**src/design/slst_pkg.sv**
```systemverilog
// Shared package for the stochastic Lorenz step core: types, register codes,
// reset values, the saturating adder and the micro-program of one integration step.
// Used by slst_alu, slst_cfg_regs and stochastic_lorenz_step_core.
`timescale 1ns / 1ps
`default_nettype none

package slst_pkg;

  // Sizes
  localparam int unsigned IndexBits   = 16;
  localparam int unsigned NumOps      = 33;
  localparam int unsigned PcBits      = 6;
  localparam int unsigned TmpAddrBits = 3;

  // Fixed-point constants
  localparam logic [31:0] QOne   = 32'h0001_0000;
  localparam logic [31:0] SatMax = 32'h7fff_ffff;
  localparam logic [31:0] SatMin = 32'h8000_0000;

  // Register reset values, unsigned Q15.16
  localparam logic [30:0] ResetCoefA  = 31'd655360;
  localparam logic [30:0] ResetCoefB  = 31'd1835008;
  localparam logic [30:0] ResetCoefC  = 31'd174763;
  localparam logic [30:0] ResetStepH  = 31'd655;
  localparam logic [30:0] ResetSqrtH  = 31'd6554;
  localparam logic [30:0] ResetSigma  = 31'd0;
  localparam logic [30:0] ResetSpread = 31'd0;

  typedef enum logic [0:0] {
    KIND_LOAD = 1'b0,
    KIND_STEP = 1'b1
  } kind_e;

  typedef enum logic [2:0] {
    CFG_COEF_A = 3'd0,
    CFG_COEF_B = 3'd1,
    CFG_COEF_C = 3'd2,
    CFG_STEP_H = 3'd3,
    CFG_SQRT_H = 3'd4,
    CFG_SIGMA  = 3'd5,
    CFG_SPREAD = 3'd6
  } cfg_idx_e;

  typedef struct packed {
    logic [30:0] coef_a;
    logic [30:0] coef_b;
    logic [30:0] coef_c;
    logic [30:0] step_h;
    logic [30:0] sqrt_h;
    logic [30:0] sigma;
    logic [30:0] spread;
  } cfg_t;

  typedef enum logic [1:0] {
    OP_MUL16 = 2'd0,
    OP_MUL12 = 2'd1,
    OP_ADD   = 2'd2,
    OP_SUB   = 2'd3
  } alu_op_e;

  // Operand sources: scratch entries first, then named values
  typedef enum logic [4:0] {
    SRC_T0  = 5'd0,
    SRC_T1  = 5'd1,
    SRC_T2  = 5'd2,
    SRC_T3  = 5'd3,
    SRC_T4  = 5'd4,
    SRC_T5  = 5'd5,
    SRC_T6  = 5'd6,
    SRC_T7  = 5'd7,
    SRC_X   = 5'd8,
    SRC_Y   = 5'd9,
    SRC_Z   = 5'd10,
    SRC_A   = 5'd11,
    SRC_B   = 5'd12,
    SRC_C   = 5'd13,
    SRC_H   = 5'd14,
    SRC_SQH = 5'd15,
    SRC_SIG = 5'd16,
    SRC_SPR = 5'd17,
    SRC_NW  = 5'd18,
    SRC_NA  = 5'd19,
    SRC_NB  = 5'd20,
    SRC_NC  = 5'd21,
    SRC_ONE = 5'd22
  } src_e;

  // Result destinations: scratch entries, then the point coordinates
  typedef enum logic [3:0] {
    DST_T0 = 4'd0,
    DST_T1 = 4'd1,
    DST_T2 = 4'd2,
    DST_T3 = 4'd3,
    DST_T4 = 4'd4,
    DST_T5 = 4'd5,
    DST_T6 = 4'd6,
    DST_T7 = 4'd7,
    DST_X  = 4'd8,
    DST_Y  = 4'd9,
    DST_Z  = 4'd10
  } dst_e;

  typedef struct packed {
    alu_op_e op;
    dst_e    dst;
    src_e    sa;
    src_e    sb;
  } instr_t;

  // Signed 32-bit add or subtract, saturated to the 32-bit range.
  function automatic logic [31:0] sat_add(input logic [31:0] a, input logic [31:0] b,
                                          input logic sub);
    logic [32:0] s;
    s = sub ? ({a[31], a} - {b[31], b}) : ({a[31], a} + {b[31], b});
    if (s[32] != s[31]) begin
      sat_add = s[32] ? SatMin : SatMax;
    end else begin
      sat_add = s[31:0];
    end
  endfunction

  // One Euler-Maruyama step as a sequence of operations on the shared unit.
  // T0 holds the Wiener increment; the point is written only by the last three.
  function automatic instr_t prog(input logic [PcBits-1:0] pc);
    instr_t i;
    case (pc)
      // Wiener increment and the x update
      6'd0:    i = '{OP_MUL12, DST_T0, SRC_SQH, SRC_NW};
      6'd1:    i = '{OP_MUL12, DST_T1, SRC_SPR, SRC_NA};
      6'd2:    i = '{OP_ADD,   DST_T1, SRC_ONE, SRC_T1};
      6'd3:    i = '{OP_MUL16, DST_T1, SRC_A,   SRC_T1};
      6'd4:    i = '{OP_MUL16, DST_T1, SRC_H,   SRC_T1};
      6'd5:    i = '{OP_SUB,   DST_T2, SRC_Y,   SRC_X};
      6'd6:    i = '{OP_MUL16, DST_T1, SRC_T1,  SRC_T2};
      6'd7:    i = '{OP_ADD,   DST_T1, SRC_X,   SRC_T1};
      6'd8:    i = '{OP_MUL16, DST_T2, SRC_SIG, SRC_X};
      6'd9:    i = '{OP_MUL16, DST_T2, SRC_T2,  SRC_T0};
      // y update
      6'd10:   i = '{OP_MUL12, DST_T3, SRC_SPR, SRC_NB};
      6'd11:   i = '{OP_ADD,   DST_T3, SRC_ONE, SRC_T3};
      6'd12:   i = '{OP_MUL16, DST_T3, SRC_B,   SRC_T3};
      6'd13:   i = '{OP_SUB,   DST_T3, SRC_T3,  SRC_Z};
      6'd14:   i = '{OP_MUL16, DST_T3, SRC_X,   SRC_T3};
      6'd15:   i = '{OP_SUB,   DST_T3, SRC_T3,  SRC_Y};
      6'd16:   i = '{OP_MUL16, DST_T3, SRC_H,   SRC_T3};
      6'd17:   i = '{OP_ADD,   DST_T3, SRC_Y,   SRC_T3};
      6'd18:   i = '{OP_MUL16, DST_T4, SRC_SIG, SRC_Y};
      6'd19:   i = '{OP_MUL16, DST_T4, SRC_T4,  SRC_T0};
      // z update
      6'd20:   i = '{OP_MUL12, DST_T5, SRC_SPR, SRC_NC};
      6'd21:   i = '{OP_ADD,   DST_T5, SRC_ONE, SRC_T5};
      6'd22:   i = '{OP_MUL16, DST_T5, SRC_C,   SRC_T5};
      6'd23:   i = '{OP_MUL16, DST_T5, SRC_T5,  SRC_Z};
      6'd24:   i = '{OP_MUL16, DST_T6, SRC_X,   SRC_Y};
      6'd25:   i = '{OP_SUB,   DST_T5, SRC_T6,  SRC_T5};
      6'd26:   i = '{OP_MUL16, DST_T5, SRC_H,   SRC_T5};
      6'd27:   i = '{OP_ADD,   DST_T5, SRC_Z,   SRC_T5};
      6'd28:   i = '{OP_MUL16, DST_T6, SRC_SIG, SRC_Z};
      6'd29:   i = '{OP_MUL16, DST_T6, SRC_T6,  SRC_T0};
      // Commit the new point
      6'd30:   i = '{OP_ADD,   DST_X,  SRC_T1,  SRC_T2};
      6'd31:   i = '{OP_ADD,   DST_Y,  SRC_T3,  SRC_T4};
      6'd32:   i = '{OP_ADD,   DST_Z,  SRC_T5,  SRC_T6};
      default: i = '{OP_ADD,   DST_T7, SRC_T7,  SRC_T7};
    endcase
    prog = i;
  endfunction

endpackage

`default_nettype wire

```
**src/design/stochastic_lorenz_step_core.sv**
```systemverilog
// Stochastic Lorenz step core: a sequencer runs 33 operations through one shared
// multiply/add unit, with operands registered ahead of execution and results forwarded.
// Depends on slst_pkg, slst_alu and slst_cfg_regs.
// A step item issues its 33 operations one per cycle; the last one then finishes and the
// result register is filled. Input is ready again in that cycle, so no new item is taken
// while a step runs; a result still waiting holds the next finished step back. A load
// item gives no result. Reset restores the register defaults, clears the point and the
// step counter.
`timescale 1ns / 1ps
`default_nettype none

module stochastic_lorenz_step_core
  import slst_pkg::*;
(
  input  logic         clk_i,
  input  logic         rst_ni,
  // Input stream
  input  logic         s_axis_tvalid,
  output logic         s_axis_tready,
  // tdata from bit 0: start_x, start_y, start_z, offset_x, offset_y, offset_z,
  // noise_w, noise_a, noise_b, noise_c
  input  logic [255:0] s_axis_tdata,
  // tuser: kind
  input  logic [0:0]   s_axis_tuser,
  // Result stream
  output logic         m_axis_tvalid,
  input  logic         m_axis_tready,
  // tdata from bit 0: step_index, point_x, point_y, point_z
  output logic [111:0] m_axis_tdata,
  // Configuration write port
  input  logic         cfg_we_i,
  input  logic [2:0]   cfg_index_i,
  input  logic [30:0]  cfg_data_i
);

  typedef enum logic [1:0] {
    ST_IDLE,
    ST_RUN,
    ST_DONE
  } state_e;

  state_e                state_q;
  logic [PcBits-1:0]     pc_q;
  logic                  ex_valid_q;
  instr_t                ex_instr_q;
  logic [31:0]           opa_q;
  logic [31:0]           opb_q;
  logic [31:0]           cur_x_q;
  logic [31:0]           cur_y_q;
  logic [31:0]           cur_z_q;
  logic [IndexBits-1:0]  count_q;
  logic [15:0]           nw_q;
  logic [15:0]           na_q;
  logic [15:0]           nb_q;
  logic [15:0]           nc_q;
  logic                  out_valid_q;
  logic [15:0]           out_idx_q;
  logic [31:0]           out_x_q;
  logic [31:0]           out_y_q;
  logic [31:0]           out_z_q;
  logic [31:0]           tmp_q [2**TmpAddrBits];

  cfg_t                  cfg;
  instr_t                cur_instr;
  logic [31:0]           alu_res;
  logic                  in_xfer;
  logic                  issue;
  logic                  ex_last;
  logic                  fwd_a;
  logic                  fwd_b;
  logic [31:0]           opa_d;
  logic [31:0]           opb_d;
  logic                  out_free;

  // Configuration registers
  slst_cfg_regs u_cfg_regs (
    .clk_i   (clk_i),
    .rst_ni  (rst_ni),
    .we_i    (cfg_we_i),
    .index_i (cfg_index_i),
    .data_i  (cfg_data_i),
    .cfg_o   (cfg)
  );

  // Shared arithmetic unit, fed from the operand registers
  slst_alu u_alu (
    .op_i  (ex_instr_q.op),
    .a_i   (opa_q),
    .b_i   (opb_q),
    .res_o (alu_res)
  );

  // Value of a named source, or the scratch entry read for it.
  function automatic logic [31:0] src_val(input src_e s, input logic [31:0] tmp_rd);
    logic [31:0] v;
    case (s)
      SRC_X:   v = cur_x_q;
      SRC_Y:   v = cur_y_q;
      SRC_Z:   v = cur_z_q;
      SRC_A:   v = {1'b0, cfg.coef_a};
      SRC_B:   v = {1'b0, cfg.coef_b};
      SRC_C:   v = {1'b0, cfg.coef_c};
      SRC_H:   v = {1'b0, cfg.step_h};
      SRC_SQH: v = {1'b0, cfg.sqrt_h};
      SRC_SIG: v = {1'b0, cfg.sigma};
      SRC_SPR: v = {1'b0, cfg.spread};
      SRC_NW:  v = {{16{nw_q[15]}}, nw_q};
      SRC_NA:  v = {{16{na_q[15]}}, na_q};
      SRC_NB:  v = {{16{nb_q[15]}}, nb_q};
      SRC_NC:  v = {{16{nc_q[15]}}, nc_q};
      SRC_ONE: v = QOne;
      default: v = tmp_rd;
    endcase
    src_val = v;
  endfunction

  // Handshake and issue control
  assign s_axis_tready = (state_q == ST_IDLE);
  assign in_xfer       = s_axis_tvalid && s_axis_tready;
  assign issue         = (state_q == ST_RUN) && (pc_q != PcBits'(NumOps));
  assign ex_last       = ex_valid_q && (pc_q == PcBits'(NumOps));
  assign out_free      = !out_valid_q || m_axis_tready;
  assign cur_instr     = prog(pc_q);

  // Operand fetch with forwarding from the operation now executing
  always_comb begin
    fwd_a = ex_valid_q && (ex_instr_q.dst < DST_X) && (cur_instr.sa < SRC_X) &&
            (ex_instr_q.dst[TmpAddrBits-1:0] == cur_instr.sa[TmpAddrBits-1:0]);
    fwd_b = ex_valid_q && (ex_instr_q.dst < DST_X) && (cur_instr.sb < SRC_X) &&
            (ex_instr_q.dst[TmpAddrBits-1:0] == cur_instr.sb[TmpAddrBits-1:0]);
    opa_d = fwd_a ? alu_res
                  : src_val(cur_instr.sa, tmp_q[cur_instr.sa[TmpAddrBits-1:0]]);
    opb_d = fwd_b ? alu_res
                  : src_val(cur_instr.sb, tmp_q[cur_instr.sb[TmpAddrBits-1:0]]);
  end

  // Sequencer, point state and result register
  always_ff @(posedge clk_i or negedge rst_ni) begin
    if (!rst_ni) begin
      state_q     <= ST_IDLE;
      pc_q        <= '0;
      ex_valid_q  <= 1'b0;
      cur_x_q     <= '0;
      cur_y_q     <= '0;
      cur_z_q     <= '0;
      count_q     <= '0;
      out_valid_q <= 1'b0;
      out_idx_q   <= '0;
      out_x_q     <= '0;
      out_y_q     <= '0;
      out_z_q     <= '0;
    end else begin
      // A result leaves on its transfer; in ST_DONE the register is refilled instead.
      if (out_valid_q && m_axis_tready && (state_q != ST_DONE)) begin
        out_valid_q <= 1'b0;
      end
      unique case (state_q)
        ST_IDLE: begin
          if (in_xfer) begin
            if (kind_e'(s_axis_tuser[0]) == KIND_LOAD) begin
              cur_x_q <= sat_add(s_axis_tdata[31:0],   s_axis_tdata[127:96],  1'b0);
              cur_y_q <= sat_add(s_axis_tdata[63:32],  s_axis_tdata[159:128], 1'b0);
              cur_z_q <= sat_add(s_axis_tdata[95:64],  s_axis_tdata[191:160], 1'b0);
              count_q <= '0;
            end else begin
              state_q <= ST_RUN;
              pc_q    <= '0;
            end
          end
        end
        ST_RUN: begin
          ex_valid_q <= issue;
          if (issue) begin
            pc_q <= pc_q + PcBits'(1);
          end
          // The last three operations write the point back.
          if (ex_valid_q) begin
            case (ex_instr_q.dst)
              DST_X:   cur_x_q <= alu_res;
              DST_Y:   cur_y_q <= alu_res;
              DST_Z:   cur_z_q <= alu_res;
              default: ;
            endcase
          end
          if (ex_last) begin
            state_q <= ST_DONE;
          end
        end
        ST_DONE: begin
          if (out_free) begin
            out_valid_q <= 1'b1;
            out_idx_q   <= 16'(count_q);
            out_x_q     <= cur_x_q;
            out_y_q     <= cur_y_q;
            out_z_q     <= cur_z_q;
            count_q     <= count_q + IndexBits'(1);
            state_q     <= ST_IDLE;
          end
        end
        default: state_q <= ST_IDLE;
      endcase
    end
  end

  // Noise samples, operand registers and scratch memory
  always_ff @(posedge clk_i) begin
    if (in_xfer) begin
      nw_q <= s_axis_tdata[207:192];
      na_q <= s_axis_tdata[223:208];
      nb_q <= s_axis_tdata[239:224];
      nc_q <= s_axis_tdata[255:240];
    end
    if (issue) begin
      opa_q      <= opa_d;
      opb_q      <= opb_d;
      ex_instr_q <= cur_instr;
    end
    if (ex_valid_q && (ex_instr_q.dst < DST_X)) begin
      tmp_q[ex_instr_q.dst[TmpAddrBits-1:0]] <= alu_res;
    end
  end

  assign m_axis_tvalid = out_valid_q;
  assign m_axis_tdata  = {out_z_q, out_y_q, out_x_q, out_idx_q};

  // Checks on the sequencer
  assert property (@(posedge clk_i) disable iff (!rst_ni)
    pc_q <= PcBits'(NumOps))
    else $error("program counter ran past the end of the program");

  assert property (@(posedge clk_i) disable iff (!rst_ni)
    (state_q != ST_RUN) |-> !ex_valid_q)
    else $error("operation executing outside a step");

  assert property (@(posedge clk_i) disable iff (!rst_ni)
    (in_xfer && s_axis_tuser[0]) |=> (state_q == ST_RUN) && (pc_q == '0))
    else $error("step transfer did not start the program");

  assert property (@(posedge clk_i) disable iff (!rst_ni)
    ((state_q == ST_DONE) && !out_valid_q) |=> out_valid_q && (state_q == ST_IDLE))
    else $error("finished step was not moved to the result register");

  assert property (@(posedge clk_i) disable iff (!rst_ni)
    (ex_valid_q && (ex_instr_q.dst == DST_X || ex_instr_q.dst == DST_Y ||
                    ex_instr_q.dst == DST_Z)) |-> (pc_q >= PcBits'(NumOps - 2)))
    else $error("point overwritten before the step finished reading it");

endmodule

`default_nettype wire

```
**src/design/slst_alu.sv**
```systemverilog
// Shared arithmetic unit of the stochastic Lorenz step core: one signed 32x32
// multiplier with floor shift and saturation, and a saturating add and subtract.
// Depends on slst_pkg.
`timescale 1ns / 1ps
`default_nettype none

module slst_alu
  import slst_pkg::*;
(
  input  alu_op_e     op_i,
  input  logic [31:0] a_i,
  input  logic [31:0] b_i,
  output logic [31:0] res_o
);

  logic signed [63:0] prod;
  logic signed [63:0] shifted;
  logic [31:0]        mul_res;

  // Full product; the arithmetic shift rounds toward minus infinity.
  assign prod = $signed(a_i) * $signed(b_i);

  always_comb begin
    shifted = (op_i == OP_MUL12) ? (prod >>> 12) : (prod >>> 16);
    if ((&shifted[63:31]) || !(|shifted[63:31])) begin
      mul_res = shifted[31:0];
    end else begin
      mul_res = shifted[63] ? SatMin : SatMax;
    end
  end

  // Result selection
  always_comb begin
    case (op_i)
      OP_MUL16: res_o = mul_res;
      OP_MUL12: res_o = mul_res;
      OP_ADD:   res_o = sat_add(a_i, b_i, 1'b0);
      OP_SUB:   res_o = sat_add(a_i, b_i, 1'b1);
      default:  res_o = mul_res;
    endcase
  end

endmodule

`default_nettype wire

```
**src/design/slst_cfg_regs.sv**
```systemverilog
// Configuration register bank of the stochastic Lorenz step core: seven
// 31-bit unsigned Q15.16 registers written through a plain write port.
// Depends on slst_pkg.
`timescale 1ns / 1ps
`default_nettype none

module slst_cfg_regs
  import slst_pkg::*;
(
  input  logic        clk_i,
  input  logic        rst_ni,
  input  logic        we_i,
  input  logic [2:0]  index_i,
  input  logic [30:0] data_i,
  output cfg_t        cfg_o
);

  cfg_t cfg_q;

  // Write decode; an index past the last register is ignored.
  always_ff @(posedge clk_i or negedge rst_ni) begin
    if (!rst_ni) begin
      cfg_q.coef_a <= ResetCoefA;
      cfg_q.coef_b <= ResetCoefB;
      cfg_q.coef_c <= ResetCoefC;
      cfg_q.step_h <= ResetStepH;
      cfg_q.sqrt_h <= ResetSqrtH;
      cfg_q.sigma  <= ResetSigma;
      cfg_q.spread <= ResetSpread;
    end else if (we_i) begin
      unique case (cfg_idx_e'(index_i))
        CFG_COEF_A: cfg_q.coef_a <= data_i;
        CFG_COEF_B: cfg_q.coef_b <= data_i;
        CFG_COEF_C: cfg_q.coef_c <= data_i;
        CFG_STEP_H: cfg_q.step_h <= data_i;
        CFG_SQRT_H: cfg_q.sqrt_h <= data_i;
        CFG_SIGMA:  cfg_q.sigma  <= data_i;
        CFG_SPREAD: cfg_q.spread <= data_i;
        default: ;
      endcase
    end
  end

  assign cfg_o = cfg_q;

endmodule

`default_nettype wire
```
**config.mk**
```make
export PLATFORM = sky130hd
export DESIGN_NAME = stochastic_lorenz_step_core
export DESIGN_NICKNAME = d
export VERILOG_FILES = /design/src/design/slst_pkg.sv /design/src/design/stochastic_lorenz_step_core.sv /design/src/design/slst_alu.sv /design/src/design/slst_cfg_regs.sv
export SDC_FILE = /design/constraint.sdc
export NUM_CORES = 2
export LEC_CHECK = 0
export ABC_AREA = 1
export ABC_CLOCK_PERIOD_IN_PS = 26500
export CAP_MARGIN = 20
export CORE_MARGIN = 4
export CORE_UTILIZATION = 34
export DETAILED_ROUTE_END_ITERATION = 8
export DONT_BUFFER_PORTS = 1
export SKIP_LAST_GASP = 1
export SLEW_MARGIN = 10
export SYNTH_ARGS = -nofsm -noshare
export SYNTH_HDL_FRONTEND = slang
export SYNTH_SLANG_ARGS = --single-unit
```
**constraint.sdc**
```tcl
create_clock -name clk_i -period 26.5 [get_ports clk_i]
set_input_delay 2.65 -clock clk_i [delete_from_list [all_inputs] [get_ports clk_i]]
set_output_delay 2.65 -clock clk_i [all_outputs]
set_load 0.03 [all_outputs]
```
==> results.json <==
{
  "grt_start_max_net_pins": 452,
  "clk_pin_slew_worst_paths_ns": 0.07,
  "grt_pass1_wl_um": 519000,
  "critical_path.max_stage_delay_ns": 0.96,
  "nFillCells": 27100,
  "fin_crit_sh_pct": 40.8,
  "worst_setup_path_end_kind": "flop",
  "ys_seq_area_share_pct": 25.9,
  "synthTopCellsByArea": "fa_1, edfxtp_1, dfrtp_1",
  "synth_cell_types": 63,
  "grt_usage_pct": 25.7,
  "crit_arrival_ns": 11.45,
  "ys_warn_count": 0,
  "fp.coreArea_mm2": 0.260,
  "synth-async-reset-ratio_pct": 53.6,
  "die_w_um": 519,
  "setup_violations": 0,
  "wl_um": 352000,
  "fin_area_mm2": 0.0957,
  "drive_above_1_share_pct": 6.33,
  "finalCriticalPeriod_ns": 10.81,
  "dieArea_mm2": 0.270,
  "place_inst": 14200,
  "vias_per_cell": 5.31,
  "grt_pass1_vias": 76200,
  "drt_iter0_drc": 8414,
  "final_util_pct": 36.8,
  "cts.htree.levels": 3,
  "cts-root-buf": "clkbuf_16",
  "synth_edf_count": 390,
  "relSlewSlack_pct": -68.2,
  "cp_common_cell": "fa_1",
  "rsz0062_at_grt": "false",
  "antenna_found_initial": 53,
  "final_antenna_net_count": 0,
  "grt_overflow": 0,
  "synth_nets": 12800,
  "synth_top_area_cell": "fa_1",
  "dr_total_vias": 76300,
  "initial_core_util_pct": 34.2,
  "cts_buffers": 86,
  "place_area_mm2": 0.0925,
  "fin_tns_setup_ns": 0,
  "syn_area_mm2": 0.0889,
  "clk_latency_ns": 0.72,
  "path_max_fanout": 36,
  "gp_congestion": 1.08,
  "synth_top_area_share_pct": 24.5,
  "cts_tree": "done",
  "drcViolationCount": 0,
  "fmax_ghz": 0.0925,
  "failed_checks": "max-slew violations",
  "cap_violations": 0,
  "yosys_register_bits": 841,
  "crit_slowest_cell": "fa_1",
  "netlist_instances": 11000,
  "clk_path_buf_depth": 3,
  "io_buffer_count": 0,
  "wl_per_cell_um": 24.5,
  "avgSynthCellArea_um2": 8.06,
  "fin_nets": 12500,
  "cts_resized": 0,
  "worst-setup-path-type": "flop to flop",
  "postCtsSetupBuffers": 0,
  "rows": 187,
  "die_h_um": 519,
  "status": "complete, but fails checks",
  "slew_violations": 313,
  "cp-start-kind": "flop",
  "final_cells": 14400,
  "synth_top_flop_cell": "dfrtp_1",
  "hold_class": "flop to flop",
  "ios": 410,
  "hold_viol_final": 0,
  "tightest_slew_ns": 2.52,
  "dr.pass1.iters": 9,
  "hold_buffers": 0,
  "cts_sinks": 841,
  "dp_hpwl_um": 268000,
  "skew_ns": 0.0534,
  "area_growth_pct": 7.68,
  "cp.required_ns": 27.14
}
[cell type report]
type                    instances  area, um2  share of cell area, %
diodes                         37       92.6                 0.0967
clock buffers                 115       2480                   2.59
multi-input cells            7282      54900                   57.4
clock inverters                45        576                  0.601
well taps                    3496       4370                   4.57
inverters                    2408       9040                   9.44
flip-flops and latches        841      23000                   24.1
repair buffers                159       1210                   1.26
[path summary, 6_finish.rpt]
path	to	slack [ns]	from	cells after the start
worst max-delay path	cur_y_q[14]	15.69	opa_q[31]	33
worst min-delay path	count_q[15]	0.47	count_q[15]	1
worst max register to register	cur_y_q[14]	15.69	opa_q[31]	33
worst min register to register	count_q[15]	0.47	count_q[15]	1
max in group asynchronous	u_cfg_regs.cfg_o[43]	22.87	rst_ni	0
min in group asynchronous	out_x_q[5]	1.63	rst_ni	0
[flip-flops by register name (all words and copies together) (netlist names), 16 cells and up]
signal and flops:
out_idx_q 16, out_x_q 32, opa_q 32, opb_q 32
cur_z_q 32, count_q 16, out_y_q 32, cur_x_q 32
cur_y_q 32, u_cfg_regs.cfg_o 217, nw_q 16, na_q 16
nc_q 16, nb_q 16, out_z_q 32, tmp_q 256
[cell usage in the layout, fill, tap and decap left out, types with 50 or more instances in the layout]
master     netlist  routed
nor3_1          50      50
o22ai_1        229     229
nand2_1       2742    2733
nand4_1         65      65
o221ai_1        60      60
ha_1           347     347
xor2_1         153     153
a21oi_1        434     434
buf_4           17     153
nand2_2         75      82
edfxtp_1       390     390
fa_1          1086    1086
dfrtp_1        423     423
o21ai_0        637     637
a21oi_2        101     100
nor2_1         428     408
inv_1         2369    2366
a221oi_1        85      85
clkbuf_16        0      90
nand3_1        330     329
[synth_stat cells (93+ instances only)]
cell and count:
o22ai_1 229, dfrtp_1 423, xor2_1 153, nand2_1 2742
a21oi_1 434, inv_1 2369, buf_2 93, nor2_1 428
nand3_1 330, ha_1 347, fa_1 1086, o21ai_0 637
edfxtp_1 390, clkbuf_1 358, a21oi_2 101
[worst max-delay path, delay by kind of cell (launching register included)]
| family | cells | cell delay (ns) |
|---|---|---|
| adders and majority gates | 9 | 5.27 |
| and+or+nand+nor | 13 | 2.48 |
| buffers and inverters | 6 | 1.43 |
| AOI/OAI and AO/OA | 5 | 1.20 |
| DFF | 1 | 0.32 |
[through the flow]
stage / worst slack, ns / hold WS (ns)
finish: 15.69 / 0.471
global route: 14.94 / 0.507
CTS: 15.66 / 0.472
detailed placement: 15.75 / 0.464
global placement: 15.86 / 0.459
floorplan: 17.85 / 0.430
[metal layers]
| layer | track usage, % | share of wire [%] |
|---|---|---|
| met2 | 40.3 | 44 |
| met3 | 6.43 | 10 |
| met5 | 0 | 0.043 |
| met4 | 13.5 | 6.2 |
| met1 | 32.7 | 39 |
[cell families (layout without fill, tap and decap cells)]
family          count (synthesis)  in the layout  synth area share [%]
other cells                     0             37                     0
flops                         841            841                  25.9
simple gates                 3814           3814                  17.7
compound gates               1818           1818                  12.4
xor+xnor                      193            193                  1.90
fa+ha+maj                    1433           1433                  29.3
buf+inv                      2905           2727                  12.5
mux                            24             24                 0.294
Power is left out: the tool's default activity adds up to more than one toggle a clock period on the data nets, which glitch-free logic cannot reach.
